--- config.mk ---
export PLATFORM = sky130hd
export DESIGN_NAME = script_tokenizer
export DESIGN_NICKNAME = d
export VERILOG_FILES = /design/src/sv/stk_pkg.sv /design/src/sv/stk_front.sv /design/src/sv/stk_queue.sv /design/src/sv/stk_back.sv /design/src/sv/script_tokenizer.sv
export SDC_FILE = /design/constraint.sdc
export NUM_CORES = 1
export LEC_CHECK = 0
export ABC_AREA = 1
export ABC_CLOCK_PERIOD_IN_PS = 4600
export BUFFER_PORTS_ARGS = -buffer_cell sky130_fd_sc_hd__buf_2
export CAP_MARGIN = 20
export CORE_ASPECT_RATIO = 1.1
export CORE_UTILIZATION = 38
export CTS_CLUSTER_DIAMETER = 50
export DETAILED_ROUTE_END_ITERATION = 8
export GPL_ROUTABILITY_DRIVEN = 0
export PLACE_DENSITY_LB_ADDON = 0.15
export SLEW_MARGIN = 40
export SYNTH_ARGS = -nofsm -noshare
export SYNTH_HDL_FRONTEND = slang
export SYNTH_SLANG_ARGS = --single-unit
--- constraint.sdc ---
create_clock -name clk_i -period 4.6 [get_ports clk_i]
set_input_delay 0.69 -clock clk_i [delete_from_list [all_inputs] [get_ports clk_i]]
set_output_delay 0.69 -clock clk_i [all_outputs]
set_load 0.005 [all_outputs]
--- src/sv/stk_pkg.sv ---
// Shared types and constants of the script tokenizer.
// No dependencies; used by every other source file but the defines header.
`timescale 1ns / 1ps

package stk_pkg;

  // Request and result payloads
  typedef struct packed {
    logic       req_type;
    logic [7:0] ch;
  } req_t;

  typedef struct packed {
    logic [2:0]  token_class;
    logic [7:0]  tok_char;
    logic        char_valid;
    logic        last;
    logic [15:0] row_num;
    logic [15:0] col_num;
  } res_t;

  // Token classes
  localparam logic [2:0] TC_IDENT   = 3'd0;
  localparam logic [2:0] TC_NUMBER  = 3'd1;
  localparam logic [2:0] TC_BRACKET = 3'd2;
  localparam logic [2:0] TC_ARROW   = 3'd3;
  localparam logic [2:0] TC_OPER    = 3'd4;
  localparam logic [2:0] TC_DELIM   = 3'd5;
  localparam logic [2:0] TC_STRING  = 3'd6;
  localparam logic [2:0] TC_ERROR   = 3'd7;

  // Characters the lexer cares about
  localparam logic [7:0] CH_NUL    = 8'h00;
  localparam logic [7:0] CH_TAB    = 8'h09;
  localparam logic [7:0] CH_LF     = 8'h0A;
  localparam logic [7:0] CH_VT     = 8'h0B;
  localparam logic [7:0] CH_FF     = 8'h0C;
  localparam logic [7:0] CH_CR     = 8'h0D;
  localparam logic [7:0] CH_SPACE  = 8'h20;
  localparam logic [7:0] CH_BANG   = 8'h21;
  localparam logic [7:0] CH_QUOTE  = 8'h22;
  localparam logic [7:0] CH_HASH   = 8'h23;
  localparam logic [7:0] CH_AMP    = 8'h26;
  localparam logic [7:0] CH_LPAREN = 8'h28;
  localparam logic [7:0] CH_RPAREN = 8'h29;
  localparam logic [7:0] CH_STAR   = 8'h2A;
  localparam logic [7:0] CH_PLUS   = 8'h2B;
  localparam logic [7:0] CH_COMMA  = 8'h2C;
  localparam logic [7:0] CH_MINUS  = 8'h2D;
  localparam logic [7:0] CH_SLASH  = 8'h2F;
  localparam logic [7:0] CH_DIG_LO = 8'h30;
  localparam logic [7:0] CH_DIG_HI = 8'h39;
  localparam logic [7:0] CH_SEMI   = 8'h3B;
  localparam logic [7:0] CH_LT     = 8'h3C;
  localparam logic [7:0] CH_EQ     = 8'h3D;
  localparam logic [7:0] CH_GT     = 8'h3E;
  localparam logic [7:0] CH_UP_LO  = 8'h41;
  localparam logic [7:0] CH_UP_HI  = 8'h5A;
  localparam logic [7:0] CH_LBRACK = 8'h5B;
  localparam logic [7:0] CH_RBRACK = 8'h5D;
  localparam logic [7:0] CH_UNDER  = 8'h5F;
  localparam logic [7:0] CH_LO_LO  = 8'h61;
  localparam logic [7:0] CH_LO_HI  = 8'h7A;
  localparam logic [7:0] CH_LBRACE = 8'h7B;
  localparam logic [7:0] CH_PIPE   = 8'h7C;
  localparam logic [7:0] CH_RBRACE = 8'h7D;
  localparam logic [7:0] CH_TILDE  = 8'h7E;

  // Character classes worked out by the front end
  typedef enum logic [3:0] {
    CC_SPACE,
    CC_NEWLINE,
    CC_IGNORE,
    CC_HASH,
    CC_ALPHA,
    CC_DIGIT,
    CC_BRACKET,
    CC_OPSINGLE,
    CC_OPHOLD,
    CC_DELIM,
    CC_QUOTE,
    CC_OTHER
  } cc_e;

  // Classified request passed from front to back
  typedef struct packed {
    logic       eos;
    logic [7:0] ch;
    cc_e        cls;
  } lex_item_t;

  // Queue between front and back (power of two)
  localparam int QDEPTH = 2;
  localparam int QAW    = $clog2(QDEPTH);

  // Result buffer (power of two, at least four)
  localparam int OUT_DEPTH = 4;
  localparam int OUT_AW    = $clog2(OUT_DEPTH);

  // Largest value the result position fields can show
  localparam logic [15:0] POS_OUT_MAX = 16'hFFFF;

endpackage

--- src/sv/stk_front.sv ---
// Front end of the tokenizer: classifies each incoming request.
// Depends on stk_pkg.
`timescale 1ns / 1ps

module stk_front (
  input  stk_pkg::req_t      req_i,
  output stk_pkg::lex_item_t item_o
);

  stk_pkg::cc_e cls;

  // Byte class lookup
  always_comb begin
    case (req_i.ch) inside
      stk_pkg::CH_SPACE:                          cls = stk_pkg::CC_SPACE;
      stk_pkg::CH_LF, stk_pkg::CH_CR:             cls = stk_pkg::CC_NEWLINE;
      stk_pkg::CH_TAB, stk_pkg::CH_VT, stk_pkg::CH_FF:
                                                  cls = stk_pkg::CC_IGNORE;
      stk_pkg::CH_HASH:                           cls = stk_pkg::CC_HASH;
      [stk_pkg::CH_LO_LO:stk_pkg::CH_LO_HI],
      [stk_pkg::CH_UP_LO:stk_pkg::CH_UP_HI],
      stk_pkg::CH_UNDER:                          cls = stk_pkg::CC_ALPHA;
      [stk_pkg::CH_DIG_LO:stk_pkg::CH_DIG_HI]:   cls = stk_pkg::CC_DIGIT;
      stk_pkg::CH_LPAREN, stk_pkg::CH_RPAREN, stk_pkg::CH_LBRACE,
      stk_pkg::CH_RBRACE, stk_pkg::CH_LBRACK, stk_pkg::CH_RBRACK:
                                                  cls = stk_pkg::CC_BRACKET;
      stk_pkg::CH_PLUS, stk_pkg::CH_STAR, stk_pkg::CH_SLASH:
                                                  cls = stk_pkg::CC_OPSINGLE;
      stk_pkg::CH_MINUS, stk_pkg::CH_LT, stk_pkg::CH_GT, stk_pkg::CH_EQ,
      stk_pkg::CH_BANG, stk_pkg::CH_AMP, stk_pkg::CH_PIPE, stk_pkg::CH_TILDE:
                                                  cls = stk_pkg::CC_OPHOLD;
      stk_pkg::CH_SEMI, stk_pkg::CH_COMMA:        cls = stk_pkg::CC_DELIM;
      stk_pkg::CH_QUOTE:                          cls = stk_pkg::CC_QUOTE;
      default:                                    cls = stk_pkg::CC_OTHER;
    endcase
  end

  // A zero byte ends the script just like an explicit end request
  assign item_o.eos = req_i.req_type | (req_i.ch == stk_pkg::CH_NUL);
  assign item_o.ch  = req_i.ch;
  assign item_o.cls = cls;

endmodule

--- src/sv/stk_queue.sv ---
// Short queue of classified requests between front and back end.
// Depends on stk_pkg.
`timescale 1ns / 1ps

module stk_queue (
  input  logic                clk_i,
  input  logic                rst_ni,
  input  logic                wr_en_i,
  input  stk_pkg::lex_item_t  wr_item_i,
  output logic                full_o,
  input  logic                rd_en_i,
  output logic                rd_valid_o,
  output stk_pkg::lex_item_t  rd_item_o
);

  stk_pkg::lex_item_t     mem_q [stk_pkg::QDEPTH];
  logic [stk_pkg::QAW-1:0] wr_ptr_q, wr_ptr_d;
  logic [stk_pkg::QAW-1:0] rd_ptr_q, rd_ptr_d;
  logic [stk_pkg::QAW:0]   cnt_q, cnt_d;
  logic                    do_wr, do_rd;

  assign full_o     = (cnt_q == (stk_pkg::QAW + 1)'(stk_pkg::QDEPTH));
  assign rd_valid_o = (cnt_q != '0);
  assign rd_item_o  = mem_q[rd_ptr_q];

  assign do_wr = wr_en_i & ~full_o;
  assign do_rd = rd_en_i & rd_valid_o;

  // Pointer and fill bookkeeping
  always_comb begin
    wr_ptr_d = do_wr ? wr_ptr_q + stk_pkg::QAW'(1) : wr_ptr_q;
    rd_ptr_d = do_rd ? rd_ptr_q + stk_pkg::QAW'(1) : rd_ptr_q;
    cnt_d    = cnt_q + (stk_pkg::QAW + 1)'(do_wr) - (stk_pkg::QAW + 1)'(do_rd);
  end

  always_ff @(posedge clk_i or negedge rst_ni) begin
    if (!rst_ni) begin
      wr_ptr_q <= '0;
      rd_ptr_q <= '0;
      cnt_q    <= '0;
    end else begin
      wr_ptr_q <= wr_ptr_d;
      rd_ptr_q <= rd_ptr_d;
      cnt_q    <= cnt_d;
    end
  end

  // Storage, no reset needed
  always_ff @(posedge clk_i) begin
    if (do_wr) begin
      mem_q[wr_ptr_q] <= wr_item_i;
    end
  end

endmodule

--- src/sv/stk_back.sv ---
// Back end of the tokenizer: lexer state machine, position counters and
// result buffer. Depends on stk_pkg.
`timescale 1ns / 1ps

module stk_back #(
  parameter int POS_BITS = 16
) (
  input  logic                clk_i,
  input  logic                rst_ni,
  input  logic                in_valid_i,
  input  stk_pkg::lex_item_t  in_item_i,
  output logic                in_take_o,
  output logic                empty_o,
  input  logic                pop_i,
  output stk_pkg::res_t       res_o
);

  localparam int CW = (POS_BITS > 16) ? POS_BITS : 16;

  localparam logic [2:0] MODE_IDLE    = 3'd0;
  localparam logic [2:0] MODE_IDENT   = 3'd1;
  localparam logic [2:0] MODE_NUMBER  = 3'd2;
  localparam logic [2:0] MODE_OPER    = 3'd3;
  localparam logic [2:0] MODE_STRING  = 3'd4;
  localparam logic [2:0] MODE_COMMENT = 3'd5;
  localparam logic [2:0] MODE_HALT    = 3'd6;

  // Saturating position step
  function automatic logic [POS_BITS-1:0] pos_inc(input logic [POS_BITS-1:0] x);
    return (x == {POS_BITS{1'b1}}) ? x : x + POS_BITS'(1);
  endfunction

  // Clamp a position to the 16-bit result field
  function automatic logic [15:0] pos_out(input logic [POS_BITS-1:0] x);
    logic [CW-1:0] w;
    w = CW'(x);
    return (w > CW'(stk_pkg::POS_OUT_MAX)) ? stk_pkg::POS_OUT_MAX : w[15:0];
  endfunction

  function automatic stk_pkg::res_t mk_res(input logic [2:0] cls, input logic [7:0] c,
                                            input logic v, input logic l,
                                            input logic [POS_BITS-1:0] r,
                                            input logic [POS_BITS-1:0] col);
    stk_pkg::res_t o;
    o.token_class = cls;
    o.tok_char    = c;
    o.char_valid  = v;
    o.last        = l;
    o.row_num     = pos_out(r);
    o.col_num     = pos_out(col);
    return o;
  endfunction

  // Two-character operator forms other than the arrow
  function automatic logic is_pair(input logic [7:0] h, input logic [7:0] c);
    logic eq_form, dbl_form;
    eq_form  = (c == stk_pkg::CH_EQ) &&
               !(h inside {stk_pkg::CH_PLUS, stk_pkg::CH_MINUS,
                           stk_pkg::CH_STAR, stk_pkg::CH_SLASH});
    dbl_form = (h == c) && (c inside {stk_pkg::CH_GT, stk_pkg::CH_LT,
                                      stk_pkg::CH_AMP, stk_pkg::CH_PIPE});
    return eq_form | dbl_form;
  endfunction

  logic [2:0]          mode_q, mode_d;
  logic [7:0]          held_q, held_d;
  logic                hv_q, hv_d;
  logic [POS_BITS-1:0] row_q, row_d;
  logic [POS_BITS-1:0] col_q, col_d;
  logic [POS_BITS-1:0] col_up;

  stk_pkg::res_t       buf_q [stk_pkg::OUT_DEPTH];
  logic [stk_pkg::OUT_AW-1:0] wr_q, wr_d, rd_q, rd_d;
  logic [stk_pkg::OUT_AW:0]   cnt_q, cnt_d;

  logic          take, do_pop;
  logic          a_v, b_v, bg_run;
  stk_pkg::res_t a_item, b_item, w0_item;
  logic [1:0]    n_wr;
  logic [7:0]    c;

  // Outcome of starting a fresh token with the current byte
  logic          bg_emit;
  stk_pkg::res_t bg_item;
  logic [2:0]    bg_mode;
  logic [7:0]    bg_held;
  logic          bg_hv;
  logic [POS_BITS-1:0] bg_row, bg_col;

  assign c      = in_item_i.ch;
  assign col_up = pos_inc(col_q);

  // Take a request only when two result slots are free
  assign take      = in_valid_i & (cnt_q <= (stk_pkg::OUT_AW + 1)'(stk_pkg::OUT_DEPTH - 2));
  assign in_take_o = take;
  assign empty_o   = (cnt_q == '0);
  assign do_pop    = pop_i & ~empty_o;
  assign res_o     = buf_q[rd_q];

  // Token start from idle
  always_comb begin
    bg_emit = 1'b0;
    bg_item = mk_res(stk_pkg::TC_ERROR, c, 1'b0, 1'b1, row_q, col_q);
    bg_mode = MODE_IDLE;
    bg_held = held_q;
    bg_hv   = 1'b0;
    bg_row  = row_q;
    bg_col  = col_q;
    case (in_item_i.cls)
      stk_pkg::CC_SPACE: bg_col = col_up;
      stk_pkg::CC_NEWLINE: begin
        bg_row = pos_inc(row_q);
        bg_col = POS_BITS'(1);
      end
      stk_pkg::CC_IGNORE: ;
      stk_pkg::CC_HASH: begin
        bg_col  = col_up;
        bg_mode = MODE_COMMENT;
      end
      stk_pkg::CC_ALPHA: begin
        bg_col  = col_up;
        bg_held = c;
        bg_hv   = 1'b1;
        bg_mode = MODE_IDENT;
      end
      stk_pkg::CC_DIGIT: begin
        bg_col  = col_up;
        bg_held = c;
        bg_hv   = 1'b1;
        bg_mode = MODE_NUMBER;
      end
      stk_pkg::CC_BRACKET: begin
        bg_col  = col_up;
        bg_emit = 1'b1;
        bg_item = mk_res(stk_pkg::TC_BRACKET, c, 1'b1, 1'b1, row_q, col_up);
      end
      stk_pkg::CC_OPSINGLE: begin
        bg_col  = col_up;
        bg_emit = 1'b1;
        bg_item = mk_res(stk_pkg::TC_OPER, c, 1'b1, 1'b1, row_q, col_up);
      end
      stk_pkg::CC_OPHOLD: begin
        bg_col  = col_up;
        bg_held = c;
        bg_hv   = 1'b1;
        bg_mode = MODE_OPER;
      end
      stk_pkg::CC_DELIM: begin
        bg_col  = col_up;
        bg_emit = 1'b1;
        bg_item = mk_res(stk_pkg::TC_DELIM, c, 1'b1, 1'b1, row_q, col_up);
      end
      stk_pkg::CC_QUOTE: bg_mode = MODE_STRING;
      default: begin
        // unknown byte: error item, then halt until end of script
        bg_emit = 1'b1;
        bg_mode = MODE_HALT;
      end
    endcase
  end

  // Lexer step: up to two result items per request
  always_comb begin
    mode_d = mode_q;
    held_d = held_q;
    hv_d   = hv_q;
    row_d  = row_q;
    col_d  = col_q;
    a_v    = 1'b0;
    b_v    = 1'b0;
    a_item = mk_res(stk_pkg::TC_IDENT, held_q, 1'b1, 1'b1, row_q, col_q);
    b_item = a_item;
    bg_run = 1'b0;
    if (take) begin
      if (in_item_i.eos) begin
        // flush whatever is held, then back to the reset state
        case (mode_q)
          MODE_IDENT: a_v = 1'b1;
          MODE_NUMBER: begin
            a_v = 1'b1;
            a_item.token_class = stk_pkg::TC_NUMBER;
          end
          MODE_OPER: begin
            a_v = 1'b1;
            a_item.token_class = stk_pkg::TC_OPER;
          end
          MODE_STRING, MODE_COMMENT: begin
            a_v    = 1'b1;
            a_item = mk_res(stk_pkg::TC_ERROR, stk_pkg::CH_NUL, 1'b0, 1'b1, row_q, col_q);
          end
          default: ;
        endcase
        mode_d = MODE_IDLE;
        held_d = '0;
        hv_d   = 1'b0;
        row_d  = POS_BITS'(1);
        col_d  = POS_BITS'(1);
      end else begin
        case (mode_q)
          MODE_IDENT, MODE_NUMBER: begin
            a_v = 1'b1;
            if (mode_q == MODE_NUMBER) begin
              a_item.token_class = stk_pkg::TC_NUMBER;
            end
            if ((in_item_i.cls == stk_pkg::CC_DIGIT) ||
                ((mode_q == MODE_IDENT) && (in_item_i.cls == stk_pkg::CC_ALPHA))) begin
              a_item.last = 1'b0;
              held_d      = c;
              col_d       = col_up;
            end else begin
              bg_run = 1'b1;
            end
          end
          MODE_OPER: begin
            a_v = 1'b1;
            a_item.token_class = stk_pkg::TC_OPER;
            if ((held_q == stk_pkg::CH_MINUS) && (c == stk_pkg::CH_GT)) begin
              a_item = mk_res(stk_pkg::TC_ARROW, held_q, 1'b1, 1'b0, row_q, col_q);
              b_v    = 1'b1;
              b_item = mk_res(stk_pkg::TC_ARROW, c, 1'b1, 1'b1, row_q, col_up);
              mode_d = MODE_IDLE;
              hv_d   = 1'b0;
              col_d  = col_up;
            end else if (is_pair(held_q, c)) begin
              a_item.last = 1'b0;
              b_v    = 1'b1;
              b_item = mk_res(stk_pkg::TC_OPER, c, 1'b1, 1'b1, row_q, col_up);
              mode_d = MODE_IDLE;
              hv_d   = 1'b0;
              col_d  = col_up;
            end else begin
              bg_run = 1'b1;
            end
          end
          MODE_STRING: begin
            // one character is held back so the closing quote can mark last
            if (in_item_i.cls == stk_pkg::CC_QUOTE) begin
              a_v    = 1'b1;
              a_item = mk_res(stk_pkg::TC_STRING, hv_q ? held_q : stk_pkg::CH_NUL,
                              hv_q, 1'b1, row_q, col_q);
              mode_d = MODE_IDLE;
              hv_d   = 1'b0;
            end else begin
              a_v    = hv_q;
              a_item = mk_res(stk_pkg::TC_STRING, held_q, 1'b1, 1'b0, row_q, col_q);
              held_d = c;
              hv_d   = 1'b1;
              col_d  = col_up;
            end
          end
          MODE_COMMENT: begin
            col_d = col_up;
            if (in_item_i.cls == stk_pkg::CC_HASH) begin
              mode_d = MODE_IDLE;
            end
          end
          MODE_IDLE: bg_run = 1'b1;
          default: ;
        endcase
        if (bg_run) begin
          mode_d = bg_mode;
          held_d = bg_held;
          hv_d   = bg_hv;
          row_d  = bg_row;
          col_d  = bg_col;
          b_v    = bg_emit;
          b_item = bg_item;
        end
      end
    end
  end

  // Compact the two slots into consecutive buffer writes
  assign w0_item = a_v ? a_item : b_item;
  assign n_wr    = 2'(a_v) + 2'(b_v);

  always_comb begin
    wr_d  = wr_q + stk_pkg::OUT_AW'(n_wr);
    rd_d  = do_pop ? rd_q + stk_pkg::OUT_AW'(1) : rd_q;
    cnt_d = cnt_q + (stk_pkg::OUT_AW + 1)'(n_wr) - (stk_pkg::OUT_AW + 1)'(do_pop);
  end

  always_ff @(posedge clk_i or negedge rst_ni) begin
    if (!rst_ni) begin
      mode_q <= MODE_IDLE;
      held_q <= '0;
      hv_q   <= 1'b0;
      row_q  <= POS_BITS'(1);
      col_q  <= POS_BITS'(1);
      wr_q   <= '0;
      rd_q   <= '0;
      cnt_q  <= '0;
    end else begin
      mode_q <= mode_d;
      held_q <= held_d;
      hv_q   <= hv_d;
      row_q  <= row_d;
      col_q  <= col_d;
      wr_q   <= wr_d;
      rd_q   <= rd_d;
      cnt_q  <= cnt_d;
    end
  end

  // Result buffer storage
  always_ff @(posedge clk_i) begin
    if (n_wr != 2'd0) begin
      buf_q[wr_q] <= w0_item;
    end
    if (n_wr == 2'd2) begin
      buf_q[wr_q + stk_pkg::OUT_AW'(1)] <= b_item;
    end
  end

endmodule

--- src/sv/script_tokenizer.sv ---
// Top level of the script tokenizer: front classifier, request queue and
// lexer back end. Depends on stk_pkg, stk_front, stk_queue and stk_back.
//
// Usage:
//   Requests go in on req_i with push; one is taken at each rising edge with
//   push high and full low. req_type 1 (or a zero byte) ends the script.
//   Results come out on res_o while empty is low, one token character per
//   item, and leave at each rising edge with pop high and empty low.
//   A request is written into the queue at the edge that takes it; the lexer
//   step then writes its results into the result buffer for popping.
//   Throughput: one byte per cycle unless stalled. A byte yields zero, one
//   or two results; the result port moves one per cycle, so runs of two-result
//   bytes drain at one result per cycle and back up into the request queue.
//   The lexer steps only when two of the four result buffer slots are free.
//   When the receiver stalls the buffer fills, the lexer stops, the
//   two-entry request queue fills and full rises; nothing is lost.
//   Reset clears the queue and buffer and puts the lexer in idle with row
//   and column at 1; a request can be pushed as soon as reset is released.
`timescale 1ns / 1ps

module script_tokenizer #(
  parameter int POS_BITS = 16
) (
  input  logic           clk_i,
  input  logic           rst_ni,
  input  logic           push,
  output logic           full,
  input  stk_pkg::req_t  req_i,
  output logic           empty,
  input  logic           pop,
  output stk_pkg::res_t  res_o
);

  stk_pkg::lex_item_t front_item, head_item;
  logic               head_valid, head_take;

  stk_front u_front (
    .req_i  (req_i),
    .item_o (front_item)
  );

  stk_queue u_queue (
    .clk_i      (clk_i),
    .rst_ni     (rst_ni),
    .wr_en_i    (push),
    .wr_item_i  (front_item),
    .full_o     (full),
    .rd_en_i    (head_take),
    .rd_valid_o (head_valid),
    .rd_item_o  (head_item)
  );

  stk_back #(
    .POS_BITS (POS_BITS)
  ) u_back (
    .clk_i      (clk_i),
    .rst_ni     (rst_ni),
    .in_valid_i (head_valid),
    .in_item_i  (head_item),
    .in_take_o  (head_take),
    .empty_o    (empty),
    .pop_i      (pop),
    .res_o      (res_o)
  );

endmodule

== Word level (Yosys, flattened, before mapping) ==
Memory sizes are Yosys's and may differ from the RTL's.
Cells that the tools add are included.
Word-level totals
  bits of input ports: 13
  logic and storage cells: 243
  register bits after elaboration: 55
  memories: 2
  output and inout port bits: 47
  bits in writable memories: 206
Operators by class
  eq/ne operators: 65
  reductions and logical operators: 43
  muxes and demuxes: 92
  bitwise gates (word level): 8
  magnitude comparators: 10
  $add $sub $neg: 12
Memory list
  u_back.buf_q: depth 4, width 45, read ports 1, clocked after memory_dff 0, wr ports 2, line stk_back.sv:72  | stk_pkg::res_t buf_q [stk_pkg::OUT_DEPTH];
  u_queue.mem_q: depth 2, width 13, read ports 1, clocked after memory_dff 0, wr ports 1, line stk_queue.sv:16  | stk_pkg::lex_item_t mem_q [stk_pkg::QDEPTH];
Operator list (count)
  2-to-1 mux 45 bit: 9
  2-to-1 mux 16 bit: 14
  equality test 8 x 6 -> 1 bit (second input constant): 24
  one-hot mux 45 bit (3 select lines): 1
  2-to-1 mux 42 bit: 2
  equality test 8 x 7 -> 1 bit (second input constant): 8
  one-hot mux 16 bit (4 select lines): 1
  greater-than comparator 16 bit (second input constant): 3
  2-to-1 mux 8 bit: 6
  equality test 8 x 4 -> 1 bit (second input constant): 5
  2-to-1 mux 4 bit: 10
  adder 16 x 1 -> 16 bit (second input constant): 2
  equality test 16 bit (second input constant): 2
  2-to-1 mux 32 bit: 1
  one-hot mux 16 bit (2 select lines): 1
  2-to-1 mux 1 bit: 30
  one-hot mux 3 bit (3 select lines): 3
  OR reduction 8 bit: 3
  2-to-1 mux 3 bit: 6
  one-hot mux 3 bit (6 select lines): 1
  one-hot mux 9 bit (2 select lines): 1
  equality test 4 x 3 -> 1 bit (second input constant): 4
  greater-or-equal comparator 8 x 7 -> 1 bit (second input constant): 2
  less-or-equal comparator 8 x 7 -> 1 bit (second input constant): 2
  49 further kinds: 89

== Logic depth before layout (Yosys ltp) ==
Gate-level depths: netlist of the first run.
  depth in word-level cells: 17
  gate-level depth with buffers: 24

== Modules after synthesis ==
From an unflattened synthesis of the first run, not the netlist that was laid out.
Unflattened totals
  cell total of the unflattened synthesis: 1896
  area total of the unflattened synthesis: 14851.7 um^2
By module, submodules not included
  stk_back: cells each 1709, area each 13238.9 um^2, times used 1
  stk_queue: cells each 100, area each 1176.1 um^2, times used 1
  stk_front: cells each 87, area each 436.7 um^2, times used 1

== Worst setup path before layout of the first run ==
Ideal clock, no wire load.
  path type: flip-flop to flip-flop
  start point: register u_queue.rd_ptr_q
  end point: memory u_back.buf_q[3][22] (netlist name), data pin
  stages on the path, launching flop included: 25
  setup slack: 0.102 ns
  library setup time: 0.141 ns
  period minus slack after synthesis: 4.498 ns
  data arrival time: 4.356 ns
  data required time: 4.459 ns
  cells stage by stage: dfrtp_1 buf_6 inv_6 buf_12 nand2_2 nand2_2 nand2_1 nor2_1 nor2_1 nor2_1 nand3_2 nand3_4 nand3_4 buf_6 o31ai_1 nand3_1 inv_1 ha_1 inv_1 nor3_1 inv_1 nand2_1 inv_1 clkbuf_1 nor2_1
RTL lines
  start: declaration: line stk_queue.sv:18  | logic [stk_pkg::QAW-1:0] rd_ptr_q, rd_ptr_d;
  start signal: assignment: line stk_queue.sv:43  | rd_ptr_q <= rd_ptr_d;
  end: declaration: line stk_back.sv:72

==> results of run 1 <==
registers in the layout, summed over array words and instances, names as in the netlist:
name	count
u_back.buf_q	180
u_queue.mem_q	26
u_back.col_q	16
u_back.row_q	16
u_back.held_q	8
u_back.cnt_q	3
u_back.mode_q	3
u_back.rd_q	2
u_back.wr_q	2
u_queue.cnt_q	2
u_back.hv_q	1
u_queue.rd_ptr_q	1
u_queue.wr_ptr_q	1
area by class of cell:
cell class | count | area [um2] | area share, %
clock buffer | 40 | 883 | 5.18
clock inverter | 21 | 251 | 1.47
inverter | 153 | 582 | 3.41
multi-input combinational | 1369 | 6630 | 38.9
sequential | 261 | 7530 | 44.1
tap | 507 | 634 | 3.72
timing repair buffer | 89 | 549 | 3.22
worst max-delay path by stage:
stage,from,end,slack [ns],depth (start not counted)
5_1_grt,u_queue.rd_ptr_q,u_back.buf_q[1][10],0.10,16
6_report,u_queue.rd_ptr_q,u_back.buf_q[1][10],0.43,16
3_3_place_gp,u_queue.rd_ptr_q,u_back.buf_q[1][10],0.55,17
2_1_floorplan,u_queue.rd_ptr_q,u_back.buf_q[3][22],0.10,24
3_5_place_dp,u_queue.rd_ptr_q,u_back.buf_q[0][29],0.45,19
4_1_cts,u_queue.rd_ptr_q,u_back.buf_q[1][10],0.45,16
critical path, cell delays in order (launching register included):
cell and delay, ns:
dfrtp_1 0.74, inv_6 0.14, nand2_1 0.12, nand2_1 0.11, inv_1 0.15, nand2_1 0.07, nor2_1 0.16, nand3_2 0.17
nand3_2 0.31, nand2_2 0.26, nand2_4 0.21, nand3_1 0.12, ha_1 0.31, nor3_2 0.21, inv_1 0.09, nand2_2 0.07
buf_4 0.51
per-layer routing:
metal	vias to the layer above	track usage (%)	part of all wire (%)
met4	0	6.30	2.1
met2	486	35.7	46
met5	-	0	0
met3	74	3.41	7.2
met1	6171	31.9	45
li1	6342	-	-
stage by stage:
step	hold slack, ns	worst slack (ns)	util (%)
after floorplan	0.394	0.102	-
after global placement	0.469	0.548	40.6
after detailed placement	0.462	0.446	40.6
after CTS	0.116	0.449	43.5
after global routing	0.138	0.104	43.5
final	0.109	0.434	43.5
cell families (layout without fill, tap and decap cells):
kind of cell	count (synthesis)	count (layout)
AND/OR/NAND/NOR	1069	1069
XOR/XNOR	23	23
adder cells (fa/ha/maj)	11	11
buffers and inverters	238	303
AO/OA/AOI/OAI	266	266
flip-flops	261	261
synthesized netlist by cell type, types with 3 or more instances:
library cell	count
nand3b_1	3
nand4_1	18
o21ai_0	133
o21ai_1	31
xor2_1	21
buf_6	7
and2_1	5
nand2_2	31
buf_4	5
edfxtp_1	202
nand2_4	6
a31oi_1	3
nor3_1	21
buf_2	9
nor2_1	225
o22ai_1	50
ha_1	10
inv_2	10
nand3_2	23
inv_1	139
nor2_4	6
a21oi_1	26
nand2_1	525
a21oi_2	6
clkinv_1	3
dfrtp_1	53
nor2_2	8
nand3_1	185
clkbuf_1	58
dfxtp_1	4
nor4_1	7
power by group:
group	internal [uW]	switching, uW	total [uW]
clock	1620	1070	2700
combinational	1440	3880	5330
sequential	3120	247	3370
==> tab_implementation.tex, run 1 <==
\begin{tabular}{lr}
\hline
Metric & Value \\
\hline
\multicolumn{2}{l}{\textbf{Yosys}} \\
Mux share of post-synthesis cell area & 0\% \\
Synth Area in Adders & 0.959\% \\
Complex-gate fraction of the synthesized area & 9.93\% \\
Count of state elements after synthesis & around 260 \\
Share of the yosys chip area belonging to registers & 49.7\% \\
Synthesized area per cell & 8.10 um2 \\
Cell area after synthesis & between 15000 and 20000 um2 \\
Count of yosys warnings during synthesis & 0 \\
Fraction of registers with async set or reset after synthesis & 21.1\% \\
Leading post-synthesis cells by cell area & edfxtp\_1 40\%, nand2\_1 13\%, dfrtp\_1 8.8\%, nand3\_1 6.1\%, nor2\_1 5.6\% \\
Main flop type after synthesis & edfxtp\_1 \\
EDFF count, synth & 202 \\
Fraction of synthesized cell area in xor and xnor cells & 1.33\% \\
Top-area cell type share of the netlist area & approximately two fifths \\
Gate count of the mapped netlist & 1868 \\
Simple-Gate Fraction of Synth Area & 31.3\% \\
Dominant combinational cell family by area after synthesis & simple AND/OR/NAND/NOR gates \\
Library cells used by synthesis & 56 \\
Yosys top cell by area & edfxtp\_1 \\
Post-synth net total & 1892 \\
\multicolumn{2}{l}{\textbf{Detailed routing}} \\
Detailed-route via count & 13073 \\
Pre-antenna DRT Iters & 6 \\
Ratio of routed vias to standard cells & $\sim$5.4 \\
Count of nets left with antenna violations after detail routing & 0 \\
First-iteration detailed-routing DRC count & 919 \\
Post-DR wirelength/cell & 18.4 um \\
Final routed DRC violation total & 0 \\
Overall routed net length & between 40000 and 50000 um \\
\multicolumn{2}{l}{\textbf{Final layout}} \\
Number of nets in the finished design & 1932 \\
Finished Cell Area & 17100 um2 \\
Highest-count cells in the layout ignoring fill and taps & 520 x nand2\_1, 221 x nor2\_1, 202 x edfxtp\_1 \\
Number of inserted diodes & 0 \\
Number of fillers in the final layout & a little under 4000 \\
Number of non-filler instances in the completed layout & 2440 \\
Proportion of layout cells with a drive suffix above 1 & 13.6\% \\
Area grow syn2layout & 12.7\% \\
Most common cell after layout, fill and taps aside & nand2\_1 \\
\multicolumn{2}{l}{\textbf{STA}} \\
Clock period minus final worst setup slack & between 4 and 5 ns \\
Clock skew after layout & 0.0175 ns \\
Setup repair after global routing missed its margin & no \\
Actual slew at the worst max-slew pin & 0.765 ns \\
Max Transition Viols Final & 0 \\
Final setup violation count & 0 \\
Highest clock frequency the design can meet & 240 MHz \\
Portion of the clock cycle consumed by the worst path in the final layout & 90.6\% \\
Max\_slew headroom & roughly 49\% \\
Number of hold violations in the final report & 0 \\
Final total negative setup slack & 0 ns \\
\multicolumn{2}{l}{\textbf{Global routing}} \\
Vias in the first global route & around 13000 \\
Aggregate global-route resource usage & 22.5\% \\
Maximum number of pins on one net before global-route repair & 93 \\
Initial antenna violation count & 0 \\
Residual overflow from global routing & 0 \\
First-pass GRT wire length & 70900 um \\
\multicolumn{2}{l}{\textbf{Power}} \\
Leakage power figure & between 0.007 and 0.008 uW \\
Worst voltage drop across the vdd grid & 0.323 mV \\
Power per standard cell area & roughly 670 nW/um2 \\
Post-layout power & 11400 uW \\
\multicolumn{2}{l}{\textbf{Floorplan}} \\
Placeable core area & 39200 um2 \\
Number of top-level design ports & 60 \\
Initial Utilization & 38.6\% \\
Die Y-Extent & between 200 and 250 um \\
Number of cell rows & 76 \\
Die outline area & between 40000 and 50000 um2 \\
Floorplan die width & 192 um \\
\multicolumn{2}{l}{\textbf{Place}} \\
Cell Area, Placed & 15900 um2 \\
Port bufs & 59 \\
Number of placed instances with taps included & 2379 \\
Dpl hpwl & 29800 um \\
\multicolumn{2}{l}{\textbf{Critical path}} \\
Type of destination of the critical path & flop \\
Data arrival time of the worst path & 4.32 ns \\
Endpoint of the lowest-slack register-to-register path & u\_back.buf\_q[1][10] \\
Crit Path Max Fanout & 36 \\
Register-to-register setup slack & 0.43 ns \\
Cells on worst reg2reg path & 16 \\
Critical path class & reg -> reg \\
Reg-to-reg critical path startpoint & u\_queue.rd\_ptr\_q \\
Worst endpoint required time & 4.75 ns \\
Crit path launch type & flop \\
\multicolumn{2}{l}{\textbf{Clocking}} \\
TritonCTS buffer count & 34 \\
Worst-case clock buffer depth & 3 \\
Post-CTS Setup Bufs & 0 \\
Post-CTS Hold Buffers & 0 \\
Root buffer cell & clkbuf\_16 \\
Clock sinks & 261 \\
Clock-pin slew of the registers on the worst-case setup and hold paths & 0.05 ns \\
Insertion delay to the later sink of the worst-skew pair & around 0.53 ns \\
Post-CTS resize count & 0 \\
CTS tree & built \\
H-tree depth reported by CTS & 2 \\
\multicolumn{2}{l}{\textbf{Outcome}} \\
Result of the run & complete, no violations \\
\multicolumn{2}{l}{\textbf{Run}} \\
Max-cap violations & 0 \\
\multicolumn{2}{l}{\textbf{Min path}} \\
Worst min-delay path category & in -> async \\
\hline
\end{tabular}
Power figures use the tool's default switching activity.
==> run 2, diff against run 1 <==
Settings changed: ABC_AREA 1 to default.
==> tab_implementation.tex, run 2 <==
\begin{tabular}{lr}
\hline
Metric & Value \\
\hline
\multicolumn{2}{l}{\textbf{Yosys}} \\
Simple-Gate Fraction of Synth Area & 12.6\% (was 31.3\%) \\
Top-area cell type share of the netlist area & 43.3\% (was 40.1\%) \\
Post-synth net total & 1199 (was 1892) \\
Leading post-synthesis cells by cell area & edfxtp\_1 43\%, dfrtp\_1 9.5\%, mux4\_2 7.2\%, o2bb2ai\_1 3.3\%, and2\_1 3.0\% (was edfxtp\_1 40\%, nand2\_1 13\%, dfrtp\_1 8.8\%, nand3\_1 6.1\%, nor2\_1 5.6\%) \\
Mux share of post-synthesis cell area & 9.12\% (was 0\%) \\
Yosys top cell by area & edfxtp\_1 (unchanged) \\
Synth Area in Adders & 1.04\% (was 0.959\%) \\
Count of yosys warnings during synthesis & 0 (unchanged) \\
Synth cell count leaders & 202 x edfxtp\_1, 73 x a21oi\_1, 72 x nand2\_1, 67 x and2\_1, 67 x o21ai\_0 (was 525 x nand2\_1, 225 x nor2\_1, 202 x edfxtp\_1, 185 x nand3\_1, 139 x inv\_1) \\
Share of the yosys chip area belonging to registers & 53.7\% (was 49.7\%) \\
Dominant combinational cell family by area after synthesis & compound AO/OA/AOI/OAI gates (was simple AND/OR/NAND/NOR gates) \\
EDFF count, synth & 202 (unchanged) \\
Fraction of synthesized cell area in xor and xnor cells & 1.31\% (was 1.33\%) \\
Synthesized area per cell & 11.9 um2 (was 8.10 um2) \\
Count leader, synth & edfxtp\_1 (was nand2\_1) \\
Cell area after synthesis & 14000 um2 (was 15100 um2) \\
Gate count of the mapped netlist & 1175 (was 1868) \\
Library cells used by synthesis & 87 (was 56) \\
Count of state elements after synthesis & 261 (unchanged) \\
Complex-gate fraction of the synthesized area & 18.7\% (was 9.93\%) \\
Fraction of registers with async set or reset after synthesis & 21.1\% (unchanged) \\
Main flop type after synthesis & edfxtp\_1 (unchanged) \\
\multicolumn{2}{l}{\textbf{Detailed routing}} \\
First-iteration detailed-routing DRC count & 963 (was 919) \\
Post-DR wirelength/cell & 21.2 um (was 18.4 um) \\
Count of nets left with antenna violations after detail routing & 0 (unchanged) \\
Overall routed net length & 37200 um (was 44900 um) \\
Final routed DRC violation total & 0 (unchanged) \\
Detailed-route via count & 10266 (was 13073) \\
Ratio of routed vias to standard cells & 5.86 (was 5.36) \\
Pre-antenna DRT Iters & 5 (was 6) \\
\multicolumn{2}{l}{\textbf{Power}} \\
Worst voltage drop across the vdd grid & 0.257 mV (was 0.323 mV) \\
Post-layout power & 9350 uW (was 11400 uW) \\
Power per standard cell area & 582 nW/um2 (was 668 nW/um2) \\
Leakage power figure & 0.00541 uW (was 0.00717 uW) \\
\multicolumn{2}{l}{\textbf{STA}} \\
Setup repair after global routing missed its margin & no (unchanged) \\
Clock period minus final worst setup slack & 4.24 ns (was 4.17 ns) \\
Max Transition Viols Final & 0 (unchanged) \\
Post-route worst setup slack & 0.358 ns (was 0.434 ns) \\
Number of hold violations in the final report & 0 (unchanged) \\
Final setup violation count & 0 (unchanged) \\
Actual slew at the worst max-slew pin & 0.823 ns (was 0.765 ns) \\
Max\_slew headroom & 45.0\% (was 49.0\%) \\
Highest clock frequency the design can meet & 236 MHz (was 240 MHz) \\
WHS & 0.159 ns (was 0.109 ns) \\
Final total negative setup slack & 0 ns (unchanged) \\
Portion of the clock cycle consumed by the worst path in the final layout & 92.2\% (was 90.6\%) \\
Clock skew after layout & 0.0139 ns (was 0.0175 ns) \\
\multicolumn{2}{l}{\textbf{Clocking}} \\
Clock sinks & 261 (unchanged) \\
Clock-pin slew of the registers on the worst-case setup and hold paths & 0.06 ns (was 0.05 ns) \\
Post-CTS Setup Bufs & 0 (unchanged) \\
Insertion delay to the later sink of the worst-skew pair & 0.56 ns (was 0.53 ns) \\
H-tree depth reported by CTS & 1 (was 2) \\
CTS tree & built (unchanged) \\
TritonCTS buffer count & 30 (was 34) \\
Worst-case clock buffer depth & 3 (unchanged) \\
Root buffer cell & clkbuf\_16 (unchanged) \\
\multicolumn{2}{l}{\textbf{Global routing}} \\
Met2 track demand over resource in global routing & 32.9\% (was 35.7\%) \\
First-pass GRT wire length & 57400 um (was 70900 um) \\
Vias in the first global route & 9795 (was 12583) \\
Initial antenna violation count & 0 (unchanged) \\
Global routing met3 resource utilization & 2.50\% (was 3.41\%) \\
Most crowded layer after global routing & met2 (unchanged) \\
Residual overflow from global routing & 0 (unchanged) \\
Maximum number of pins on one net before global-route repair & 56 (was 93) \\
Met1 routing resource usage after global routing & 27.0\% (was 31.9\%) \\
Aggregate global-route resource usage & 19.9\% (was 22.5\%) \\
\multicolumn{2}{l}{\textbf{Critical path}} \\
Crit Path Max Fanout & 19 (was 36) \\
Critical path class & reg -> reg (unchanged) \\
Endpoint of the lowest-slack register-to-register path & u\_back.buf\_q[1][10] (unchanged) \\
Reg-to-reg critical path startpoint & u\_queue.rd\_ptr\_q (unchanged) \\
Critical Path Source & u\_queue.rd\_ptr\_q (unchanged) \\
Worst endpoint required time & 4.99 ns (was 4.75 ns) \\
Type of destination of the critical path & flop (unchanged) \\
Cells on worst reg2reg path & 13 (was 16) \\
Data arrival time of the worst path & 4.63 ns (was 4.32 ns) \\
Register-to-register setup slack & 0.36 ns (was 0.43 ns) \\
Crit path launch type & flop (unchanged) \\
\multicolumn{2}{l}{\textbf{Floorplan}} \\
Number of cell rows & 73 (was 76) \\
Floorplan die width & 185 um (was 192 um) \\
Placeable core area & 36300 um2 (was 39200 um2) \\
Number of top-level design ports & 60 (unchanged) \\
Die Y-Extent & 203 um (was 211 um) \\
Die outline area & 37600 um2 (was 40600 um2) \\
Initial Utilization & 38.6\% (about the same) \\
\multicolumn{2}{l}{\textbf{Final layout}} \\
Sequential cell area & 7530 um2 (about the same) \\
Multi-input gate area in the final layout & 6010 um2 (was 6630 um2) \\
Area grow syn2layout & 14.7\% (was 12.7\%) \\
Highest-count cells in the layout ignoring fill and taps & 202 x edfxtp\_1, 72 x a21oi\_1, 70 x nand2\_1 (was 520 x nand2\_1, 221 x nor2\_1, 202 x edfxtp\_1) \\
Register containing the most flip-flops in the final layout & u\_back.buf\_q (unchanged) \\
Most common cell after layout, fill and taps aside & edfxtp\_1 (was nand2\_1) \\
Max reg flops & 180 (unchanged) \\
Number of inserted diodes & 0 (unchanged) \\
Number of fillers in the final layout & 3364 (was 3895) \\
Finished Cell Area & 16100 um2 (was 17100 um2) \\
Largest regs & u\_back.buf\_q: 180 flops, u\_queue.mem\_q: 26 flops (unchanged) \\
Number of nets in the finished design & 1264 (was 1932) \\
Proportion of layout cells with a drive suffix above 1 & 19.6\% (was 13.6\%) \\
\multicolumn{2}{l}{\textbf{Place}} \\
Cell Area, Placed & 15100 um2 (was 15900 um2) \\
Pre-CTS setup slack & 0.258 ns (was 0.446 ns) \\
Dpl hpwl & 25800 um (was 29800 um) \\
Port bufs & 59 (unchanged) \\
\multicolumn{2}{l}{\textbf{Run}} \\
Max-cap violations & 0 (unchanged) \\
\multicolumn{2}{l}{\textbf{Outcome}} \\
Result of the run & complete, no violations (unchanged) \\
\multicolumn{2}{l}{\textbf{Min path}} \\
Worst min-delay path category & in -> async (unchanged) \\
\hline
\end{tabular}
==> run 2: cell types whose count changed after synthesis, moves of 31 or more <==
cell and change:
a21oi_1 +47, and2_1 +62, inv_1 -107, mux4_2 +45
nand2_1 -453, nand2_2 -31, nand3_1 -159, nor2_1 -166
o21ai_0 -66, o2bb2ai_1 +53
==> run 2: report_power, final <==
group	total (uW)	internal (uW)	switching [uW]
Clock	2310	1370	936
Sequential	3520	3100	425
Combinational	3520	1450	2070
==> run 2: metal layers <==
layer  vias up  wire (um)
met4         0       1020
met1      5091      16400
met2       366      17700
met5         -          0
met3        60       2030
li1       4749          -
==> run 2: cells by family (layout without fill, tap and decap cells) <==
| logic type | count (synthesis) | in the layout |
|---|---|---|
| and+or+nand+nor | 331 | 331 |
| AOI/OAI and AO/OA | 366 | 366 |
| buffers and inverters | 116 | 205 |
| xor gates and xnor gates | 21 | 21 |
| adders and majority gates | 11 | 11 |
| muxes | 69 | 69 |
| DFF | 261 | 261 |
==> run 2: area by class of cell <==
| class | instances | area share (%) |
|---|---|---|
| flip-flops and latches | 261 | 46.9 |
| multi-input cells | 798 | 37.4 |
| clock buffers | 44 | 5.19 |
| repair buffers | 115 | 5.16 |
| well taps | 487 | 3.79 |
| inverters | 34 | 0.802 |
| clock inverters | 12 | 0.763 |
==> run 2: how the worst max path moves through the flow <==
stage,end,slack (ns),cells past startpoint
2_1_floorplan,u_back.buf_q[0][0],0.28,14
6_report,u_back.buf_q[1][10],0.36,13
5_1_grt,u_back.buf_q[0][30],0.004,13
4_1_cts,u_back.buf_q[0][35],0.24,12
3_5_place_dp,u_back.buf_q[0][35],0.26,12
3_3_place_gp,u_back.buf_q[0][41],0.30,12
==> run 2: worst max-delay path: stages (launching register included) <==
cell      delay [ns]
dfrtp_1         0.61
buf_4           0.25
mux2_4          0.32
nor4_2          0.24
o211ai_1        0.17
o31a_1          0.38
o21ai_1         0.20
o21ai_0         0.18
ha_1            0.30
or3b_1          0.48
o21ai_1         0.28
buf_4           0.32
o21ai_0         0.14
a31oi_1         0.20
==> run 2: what timing repair did <==
item | in CTS | in global routing
setup endpoints to repair | 0 | 40
hold buffers | 0 | 0
gates resized for setup | 0 | 2
==> run 2: stage by stage <==
| step | cells | utilization [%] |
|---|---|---|
| 2_1_floorplan | 1175 | - |
| 3_3_place_gp | 1693 | 41.5 |
| 3_5_place_dp | 1695 | 41.7 |
| 4_1_cts | 1751 | 44.3 |
| 5_1_grt | 1751 | 44.3 |
| 6_report | 1751 | 44.3 |
